`src/rtl/gtoc_pkg.sv`:
```
`default_nettype none
// ----------------------------------------------------------------------------
// GPIO timed output control - shared package
// Payload structs, state and status codes, timer constants and the state
// machine type used across the block.
// ----------------------------------------------------------------------------
package gtoc_pkg;

  localparam int unsigned NumPinsDef = 64;

  // Timer limits and the reciprocal used to divide by one thousand
  localparam logic [21:0] MaxTimerSecs = 22'd2147483;
  localparam logic [31:0] MsPerSec     = 32'd1000;
  localparam logic [31:0] RoundUpMs    = 32'd999;
  localparam logic [31:0] RemClamp     = 32'h8000_0000;
  localparam logic [31:0] DivMagic     = 32'h1062_4DD3;
  localparam int unsigned DivShift     = 38;

  // Action codes
  localparam logic [1:0] ActTick = 2'd0;
  localparam logic [1:0] ActGet  = 2'd1;
  localparam logic [1:0] ActSet  = 2'd2;

  // Pin state codes
  localparam logic [1:0] PinLow  = 2'd0;
  localparam logic [1:0] PinHigh = 2'd1;
  localparam logic [1:0] PinRel  = 2'd2;
  localparam logic [1:0] PinRel3 = 2'd3;

  // Status codes
  localparam logic [1:0] StatOk        = 2'd0;
  localparam logic [1:0] StatUnavail   = 2'd1;
  localparam logic [1:0] StatRelTimer  = 2'd2;
  localparam logic [1:0] StatSecsRange = 2'd3;

  typedef struct packed {
    logic [1:0]  action;
    logic [31:0] now_ms;
    logic [7:0]  pin;
    logic [1:0]  start_state;
    logic        has_timer;
    logic [31:0] seconds;
    logic [1:0]  end_state;
  } req_t;

  typedef struct packed {
    logic [1:0]  status;
    logic [1:0]  pin_state;
    logic        timer_running;
    logic [21:0] seconds_left;
    logic [1:0]  pending_state;
    logic [63:0] drive_enable;
    logic [63:0] drive_level;
  } res_t;

  typedef enum logic [2:0] {
    S_IDLE,
    S_SWEEP,
    S_CMD,
    S_REM,
    S_CALC,
    S_DONE
  } state_e;

  // Fold the spare code three onto release
  function automatic logic [1:0] norm_state(input logic [1:0] s);
    norm_state = (s == PinRel3) ? PinRel : s;
  endfunction

endpackage
`default_nettype wire

```
`src/rtl/gtoc_secs_left.sv`:
```
`default_nettype none
// ----------------------------------------------------------------------------
// GPIO timed output control - remaining seconds
// Two-stage pipeline: clamp and round the remaining milliseconds, then divide
// by one thousand through a reciprocal multiply and saturate.
// ----------------------------------------------------------------------------
module gtoc_secs_left (
  input  logic        clk_i,
  input  logic        rst_ni,
  input  logic        valid_i,
  input  logic [31:0] deadline_i,
  input  logic [31:0] now_i,
  output logic        valid_o,
  output logic [21:0] secs_o
);
  import gtoc_pkg::*;

  logic [31:0]         rem;
  logic [31:0]         x_d, x_q;
  logic [63:0]         prod_q;
  logic                v1_q, v2_q;
  logic [63-DivShift:0] quot;

  // Clamp a backwards-running clock, then bias for round-up
  always_comb begin
    rem = deadline_i - now_i;
    if (rem > RemClamp) begin
      rem = RemClamp;
    end
    x_d = rem + RoundUpMs;
  end

  always_ff @(posedge clk_i or negedge rst_ni) begin
    if (!rst_ni) begin
      v1_q <= 1'b0;
      v2_q <= 1'b0;
    end else begin
      v1_q <= valid_i;
      v2_q <= v1_q;
    end
  end

  always_ff @(posedge clk_i) begin
    x_q    <= x_d;
    prod_q <= 64'(x_q) * 64'(DivMagic);
  end

  assign quot    = prod_q[63:DivShift];
  assign secs_o  = (quot > (64-DivShift)'(MaxTimerSecs)) ? MaxTimerSecs : quot[21:0];
  assign valid_o = v2_q;

endmodule
`default_nettype wire

```
`src/rtl/gpio_timed_output_control_top.sv`:
```
`default_nettype none
// ----------------------------------------------------------------------------
// GPIO timed output control - top level
// Per-pin output controller with one-shot timers held in a deadline memory.
// ----------------------------------------------------------------------------
// An item is taken on a rising edge with start high and busy low. Every item
// first sweeps all NUM_PINS deadlines out of the deadline memory, one pin a
// cycle, expiring timers that are due at the item's millisecond time; then a
// get or set is applied. A get on a pin with a running timer also passes
// through the divide-by-thousand pipeline before its result is formed. Each
// result appears on res_o for exactly one cycle with res_valid_o high and
// cannot be stalled: the receiver must take it then. busy falls in the same
// cycle, so the next start may land while the result is shown. The
// available-pins register is written over the cfg channel, which is always
// ready; write it only while the block is idle.
// ----------------------------------------------------------------------------
module gpio_timed_output_control_top #(
  parameter int unsigned NUM_PINS = gtoc_pkg::NumPinsDef
) (
  input  logic          clk_i,
  input  logic          rst_ni,
  input  logic          start,
  output logic          busy,
  input  gtoc_pkg::req_t req_i,
  output logic          res_valid_o,
  output gtoc_pkg::res_t res_o,
  input  logic          cfg_valid_i,
  output logic          cfg_ready_o,
  input  logic [63:0]   cfg_data_i
);
  import gtoc_pkg::*;

  localparam int unsigned IdxW  = (NUM_PINS > 1) ? $clog2(NUM_PINS) : 1;
  localparam int unsigned CntW  = IdxW + 1;
  localparam int unsigned Depth = 1 << IdxW;

  state_e state_q, state_d;

  // Item and sweep control
  req_t            item_q, item_d;
  logic [CntW-1:0] cnt_q, cnt_d;
  logic            rd_vld_q;
  logic [IdxW-1:0] rd_idx_q;

  // Per-pin flags
  logic [NUM_PINS-1:0] en_q, en_d;
  logic [NUM_PINS-1:0] lvl_q, lvl_d;
  logic [NUM_PINS-1:0] arm_q, arm_d;
  logic [NUM_PINS-1:0] fhi_q, fhi_d;
  logic [NUM_PINS-1:0] frel_q, frel_d;
  logic [63:0]         avail_q;

  // Result scratch
  logic [1:0]  status_q, status_d;
  logic [1:0]  pstate_q, pstate_d;
  logic        running_q, running_d;
  logic [21:0] left_q, left_d;
  logic [1:0]  pend_q, pend_d;
  res_t        res_q, res_d;
  logic        res_valid_q;

  // Deadline memory
  logic [31:0]     mem [Depth];
  logic [IdxW-1:0] rd_addr;
  logic [31:0]     rd_data_q;
  logic            mem_we;
  logic [31:0]     mul_q;

  // Helpers
  logic [IdxW-1:0] pidx;
  logic            pin_ok;
  logic [1:0]      init_s, fin_s, cur_s, pend_s;
  logic [31:0]     diff;
  logic            expire;
  logic            secs_bad;
  logic            calc_start, calc_valid;
  logic [21:0]     calc_secs;

  assign pidx     = item_q.pin[IdxW-1:0];
  assign pin_ok   = ({1'b0, item_q.pin} < 9'(NUM_PINS)) && avail_q[item_q.pin[5:0]];
  assign init_s   = norm_state(item_q.start_state);
  assign fin_s    = norm_state(item_q.end_state);
  assign cur_s    = !en_q[pidx] ? PinRel : (lvl_q[pidx] ? PinHigh : PinLow);
  assign pend_s   = frel_q[pidx] ? PinRel : (fhi_q[pidx] ? PinHigh : PinLow);
  assign secs_bad = (item_q.seconds == 32'd0) || (item_q.seconds > 32'(MaxTimerSecs));

  // A timer is due when now minus deadline is non-negative as a signed value
  assign diff   = item_q.now_ms - rd_data_q;
  assign expire = rd_vld_q && arm_q[rd_idx_q] && !diff[31];

  always_comb begin
    state_d    = state_q;
    item_d     = item_q;
    cnt_d      = cnt_q;
    en_d       = en_q;
    lvl_d      = lvl_q;
    arm_d      = arm_q;
    fhi_d      = fhi_q;
    frel_d     = frel_q;
    status_d   = status_q;
    pstate_d   = pstate_q;
    running_d  = running_q;
    left_d     = left_q;
    pend_d     = pend_q;
    res_d      = res_q;
    mem_we     = 1'b0;
    rd_addr    = pidx;
    calc_start = 1'b0;

    // Expire the pin read in the previous sweep cycle
    if (expire) begin
      arm_d[rd_idx_q]  = 1'b0;
      fhi_d[rd_idx_q]  = 1'b0;
      frel_d[rd_idx_q] = 1'b0;
      en_d[rd_idx_q]   = !frel_q[rd_idx_q];
      lvl_d[rd_idx_q]  = !frel_q[rd_idx_q] && fhi_q[rd_idx_q];
    end

    unique case (state_q)
      S_IDLE: begin
        if (start) begin
          item_d  = req_i;
          cnt_d   = '0;
          state_d = S_SWEEP;
        end
      end
      S_SWEEP: begin
        rd_addr = cnt_q[IdxW-1:0];
        if (cnt_q == CntW'(NUM_PINS)) begin
          state_d = S_CMD;
        end else begin
          cnt_d = cnt_q + CntW'(1);
        end
      end
      S_CMD: begin
        status_d  = StatOk;
        pstate_d  = PinLow;
        running_d = 1'b0;
        left_d    = '0;
        pend_d    = PinLow;
        state_d   = S_DONE;
        if (item_q.action == ActGet || item_q.action == ActSet) begin
          if (!pin_ok) begin
            status_d = StatUnavail;
          end else if (item_q.action == ActGet) begin
            pstate_d = cur_s;
            if (arm_q[pidx]) begin
              running_d = 1'b1;
              pend_d    = pend_s;
              state_d   = S_REM;
            end
          end else if (!item_q.has_timer) begin
            arm_d[pidx]  = 1'b0;
            fhi_d[pidx]  = 1'b0;
            frel_d[pidx] = 1'b0;
            en_d[pidx]   = (init_s != PinRel);
            lvl_d[pidx]  = (init_s == PinHigh);
            pstate_d     = init_s;
          end else if (init_s == PinRel) begin
            status_d = StatRelTimer;
            pstate_d = cur_s;
          end else if (secs_bad) begin
            status_d = StatSecsRange;
            pstate_d = cur_s;
          end else begin
            mem_we       = 1'b1;
            arm_d[pidx]  = 1'b1;
            fhi_d[pidx]  = (fin_s == PinHigh);
            frel_d[pidx] = (fin_s == PinRel);
            en_d[pidx]   = 1'b1;
            lvl_d[pidx]  = (init_s == PinHigh);
            pstate_d     = init_s;
          end
        end
      end
      S_REM: begin
        calc_start = 1'b1;
        state_d    = S_CALC;
      end
      S_CALC: begin
        if (calc_valid) begin
          left_d  = calc_secs;
          state_d = S_DONE;
        end
      end
      S_DONE: begin
        res_d.status        = status_q;
        res_d.pin_state     = pstate_q;
        res_d.timer_running = running_q;
        res_d.seconds_left  = left_q;
        res_d.pending_state = pend_q;
        res_d.drive_enable  = 64'(en_q);
        res_d.drive_level   = 64'(lvl_q);
        state_d             = S_IDLE;
      end
      default: begin
        state_d = S_IDLE;
      end
    endcase
  end

  // Control state
  always_ff @(posedge clk_i or negedge rst_ni) begin
    if (!rst_ni) begin
      state_q     <= S_IDLE;
      cnt_q       <= '0;
      rd_vld_q    <= 1'b0;
      en_q        <= '0;
      lvl_q       <= '0;
      arm_q       <= '0;
      fhi_q       <= '0;
      frel_q      <= '0;
      avail_q     <= '0;
      res_valid_q <= 1'b0;
    end else begin
      state_q     <= state_d;
      cnt_q       <= cnt_d;
      rd_vld_q    <= (state_q == S_SWEEP) && (cnt_q < CntW'(NUM_PINS));
      en_q        <= en_d;
      lvl_q       <= lvl_d;
      arm_q       <= arm_d;
      fhi_q       <= fhi_d;
      frel_q      <= frel_d;
      res_valid_q <= (state_q == S_DONE);
      if (cfg_valid_i) begin
        avail_q <= cfg_data_i;
      end
    end
  end

  // Payload registers
  always_ff @(posedge clk_i) begin
    item_q    <= item_d;
    rd_idx_q  <= cnt_q[IdxW-1:0];
    status_q  <= status_d;
    pstate_q  <= pstate_d;
    running_q <= running_d;
    left_q    <= left_d;
    pend_q    <= pend_d;
    res_q     <= res_d;
    mul_q     <= item_q.seconds * MsPerSec;
  end

  // Deadline memory: one write, one registered read
  always_ff @(posedge clk_i) begin
    if (mem_we) begin
      mem[pidx] <= item_q.now_ms + mul_q;
    end
    rd_data_q <= mem[rd_addr];
  end

  gtoc_secs_left u_secs_left (
    .clk_i      (clk_i),
    .rst_ni     (rst_ni),
    .valid_i    (calc_start),
    .deadline_i (rd_data_q),
    .now_i      (item_q.now_ms),
    .valid_o    (calc_valid),
    .secs_o     (calc_secs)
  );

  assign busy        = (state_q != S_IDLE);
  assign res_valid_o = res_valid_q;
  assign res_o       = res_q;
  assign cfg_ready_o = 1'b1;

endmodule
`default_nettype wire
```
`config.mk`:
```
export PLATFORM = sky130hd
export DESIGN_NAME = gpio_timed_output_control_top
export DESIGN_NICKNAME = d
export VERILOG_FILES = /design/src/rtl/gtoc_pkg.sv /design/src/rtl/gtoc_secs_left.sv /design/src/rtl/gpio_timed_output_control_top.sv
export SDC_FILE = /design/constraint.sdc
export NUM_CORES = 2
export LEC_CHECK = 0
export BUFFER_PORTS_ARGS = -buffer_cell sky130_fd_sc_hd__buf_2
export CAP_MARGIN = 15
export CORE_MARGIN = 2
export CORE_UTILIZATION = 63
export CTS_CLUSTER_DIAMETER = 120
export DETAILED_ROUTE_END_ITERATION = 10
export GPL_ROUTABILITY_DRIVEN = 1
export PLACE_DENSITY = 0.84
export SYNTH_ARGS = -nofsm -noshare
export SYNTH_HDL_FRONTEND = slang
export SYNTH_SLANG_ARGS = --single-unit
export TNS_END_PERCENT = 50
```
`constraint.sdc`:
```
create_clock -name clk_i -period 9.3 [get_ports clk_i]
set_input_delay 0.93 -clock clk_i [delete_from_list [all_inputs] [get_ports clk_i]]
set_output_delay 0.93 -clock clk_i [all_outputs]
set_load 0.02 [all_outputs]
```
==> results.sh <==
export IMPL_synth_seq_area_share=0.607
export IMPL_cts_sinks=2833
export IMPL_async_flop_share=0.140
export IMPL_postSynthCellCount=8744
export IMPL_cp_max_fo=10
export IMPL_period_share=0.851
export IMPL_antenna_found_initial=21
export IMPL_drt_iter0_markers=13200
export IMPL_worstSkewPairLatency_ps=1000
export IMPL_ant_nets=0
export IMPL_route_detailed_drc=0
export IMPL_status="complete, no violations"
export IMPL_drv_cap=0
export IMPL_synth_edf_count=2313
export IMPL_postCtsSetupBuffers=0
export IMPL_skew_ps=105
export IMPL_drt_first_pass_iters=8
export IMPL_area_growth_pct=11.4
export IMPL_grt_pass1_wl_um=622000
export IMPL_avgRoutedWirePerCell_um=35.8
export IMPL_dp_hpwl_um=254000
export IMPL_rsz0062_at_grt="no"
export IMPL_overflow=0
export IMPL_start_util=0.634
export IMPL_port_buffers=305
export IMPL_die_w_um=467
export IMPL_synth_area_per_cell_um2=15.4
export IMPL_cts_hold_buf=0
export IMPL_cts_buffer_depth=4
export IMPL_rr_endpoint="u_secs_left.prod_q[59]"
export IMPL_r2r_start="u_secs_left.x_q[17]"
export IMPL_drive_above_1_share=0.187
export IMPL_crit_path_end_kind="flop"
export IMPL_synth_top_area_cell="edfxtp_1"
export IMPL_gp_congestion=0.999
export IMPL_nets=10200
export IMPL_h_tree_depth=5
export IMPL_grtUsageTotal=0.401
export IMPL_synth_cell_types=105
export IMPL_synth_area_um2=135000
export IMPL_viasPerCell=7.10
export IMPL_num_rows=169
export IMPL_drv_slew=0
export IMPL_n_fill_cell=12800
export IMPL_synthTopCellsByArea="edfxtp_1, mux4_2, dfrtp_1"
export IMPL_r2r_cells=25
export IMPL_netlist_area_leader_share=0.515
export IMPL_ctsResizeCount=0
export IMPL_dieArea_um2=218000
export IMPL_hold_viol=0
export IMPL_die_h_um=467
export IMPL_clk_pin_slew_ps=60
export IMPL_tns_ps=0
export IMPL_core_um2=213000
export IMPL_regToRegSetupSlack_ps=1380
export IMPL_regArea_um2=81900
export IMPL_tightest_slew_ps=1360
export IMPL_cts_root_buf="clkbuf_16"
export IMPL_grt_max_degree=161
export IMPL_ios=307
export IMPL_cts_tree="built"
export IMPL_relSlewSlack=0.0964
export IMPL_required_ps=10130
export IMPL_drt_total_wl_um=435000
export IMPL_multiInputGateArea_um2=49000
export IMPL_numCtsBuffers=298
export IMPL_fmax_mhz=126
export IMPL_grt_pass1_vias=87800
export IMPL_yosysWarningCount=0
export IMPL_start_kind="flop"
export IMPL_path_class="reg2reg"
export IMPL_synth_ff_type="edfxtp_1"
export IMPL_finalSetupViolCount=0
export IMPL_num_vias=86400
export IMPL_syn_nets=9840
export IMPL_period_needed_ps=7920
export IMPL_cp_data_arrival_time_ps=8750
export IMPL_hold_class="in2async"
export IMPL_synth_seq_cells=2833
sequential cells by signal, indices dropped and copies added, names as in the netlist, 22 cells and up:
| register | flops |
|---|---|
| u_secs_left.prod_q | 23 |
| rd_data_q | 32 |
| item_q | 79 |
| fhi_q | 64 |
| res_o | 157 |
| en_q | 64 |
| mul_q | 29 |
| frel_q | 64 |
| u_secs_left.x_q | 32 |
| left_q | 22 |
| avail_q | 64 |
| arm_q | 64 |
| mem | 2048 |
| lvl_q | 64 |
layout make-up:
cell class | count | share of cell area
Clock buffer | 386 | 0.0538
Sequential cell | 2833 | 0.545
Timing Repair Buffer | 519 | 0.0220
Tap cell | 2821 | 0.0235
Clock inverter | 127 | 0.00984
Multi-Input combinational cell | 4678 | 0.326
Inverter | 790 | 0.0197
Antenna cell | 12 | 0.000200
Yosys cell counts, drive strengths merged, types with 34 or more instances:
cell type  number
nand3          77
o21ai          69
a311oi         69
nor3           43
edfxtp       2313
a31oi         105
a22oi         146
clkbuf        247
mux2           70
a21oi         224
and2          163
a221oi         39
nand2         423
a21o           45
a2bb2oi        46
xnor2          84
xor2           48
a22o          125
inv           790
buf           196
a2111oi        43
o22ai         107
nor2          449
fa            391
mux2i         212
dfxtp         122
dfrtp         398
mux4          525
nand4          34
nor2b          71
ha            558
a211oi        191
cells in the final DEF, fill, tap and decap left out, types with 219 or more instances in the layout:
| master | instances |
|---|---|
| a21oi_1 | 219 |
| edfxtp_1 | 2313 |
| nor2_1 | 379 |
| buf_2 | 304 |
| nand2_1 | 422 |
| inv_1 | 788 |
| dfrtp_1 | 398 |
| fa_1 | 391 |
| ha_1 | 557 |
| clkbuf_16 | 306 |
| mux4_2 | 525 |
worst max-delay path, stage by stage (launching register included):
cell and delay [ps]:
dfxtp_1 770, ha_1 390, fa_1 400, fa_1 500
inv_1 50, fa_1 500, inv_1 60, fa_1 480
fa_1 500, fa_1 490, inv_1 50, fa_1 470
inv_1 40, ha_1 310, and3_1 170, nand3_1 90
nor2_1 310, or4b_2 720, a21boi_0 210, nor3_1 140
o31ai_1 270, buf_4 180, a31oi_1 160, o211ai_1 270
a31oi_1 170, xnor2_1 150
cell families after synthesis:
| logic type | share of synthesized area |
|---|---|
| other cells | 0.0000278 |
| xor+xnor | 0.00869 |
| mux | 0.109 |
| compound gates | 0.0780 |
| buf+inv | 0.0367 |
| flops | 0.607 |
| fa+ha+maj | 0.110 |
| simple gates | 0.0502 |
metrics by stage:
step	instance area, um^2	utilization	worst slack (ps)	cells	hold WS [ps]
6_report	150000	0.707	1380	12200	34.2
3_5_place_dp	141000	0.661	1300	11600	341
4_1_cts	150000	0.706	1300	12100	61.8
2_1_floorplan	135000	-	2200	8744	331
5_1_grt	150000	0.707	935	12200	125
3_3_place_gp	141000	0.661	1050	11600	333
how the worst max path moves through the flow:
stage	slack, ps	from	cells after the start	end
2_1_floorplan	2200	u_secs_left.x_q[9]	24	u_secs_left.prod_q[59]
3_3_place_gp	1050	u_secs_left.x_q[8]	24	u_secs_left.prod_q[40]
3_5_place_dp	1300	u_secs_left.x_q[8]	25	u_secs_left.prod_q[59]
4_1_cts	1300	u_secs_left.x_q[8]	25	u_secs_left.prod_q[59]
5_1_grt	940	u_secs_left.x_q[8]	25	u_secs_left.prod_q[59]
6_report	1380	u_secs_left.x_q[17]	25	u_secs_left.prod_q[59]
per-layer routing:
| layer | track usage | routed length (um) |
|---|---|---|
| met1 | 0.505 | 143000 |
| met5 | 0.00132 | 136 |
| met2 | 0.613 | 199000 |
| met4 | 0.236 | 32200 |
| met3 | 0.129 | 60800 |
Power is left out: the tool's default activity adds up to more than one toggle a clock period on the data nets, which glitch-free logic cannot reach.
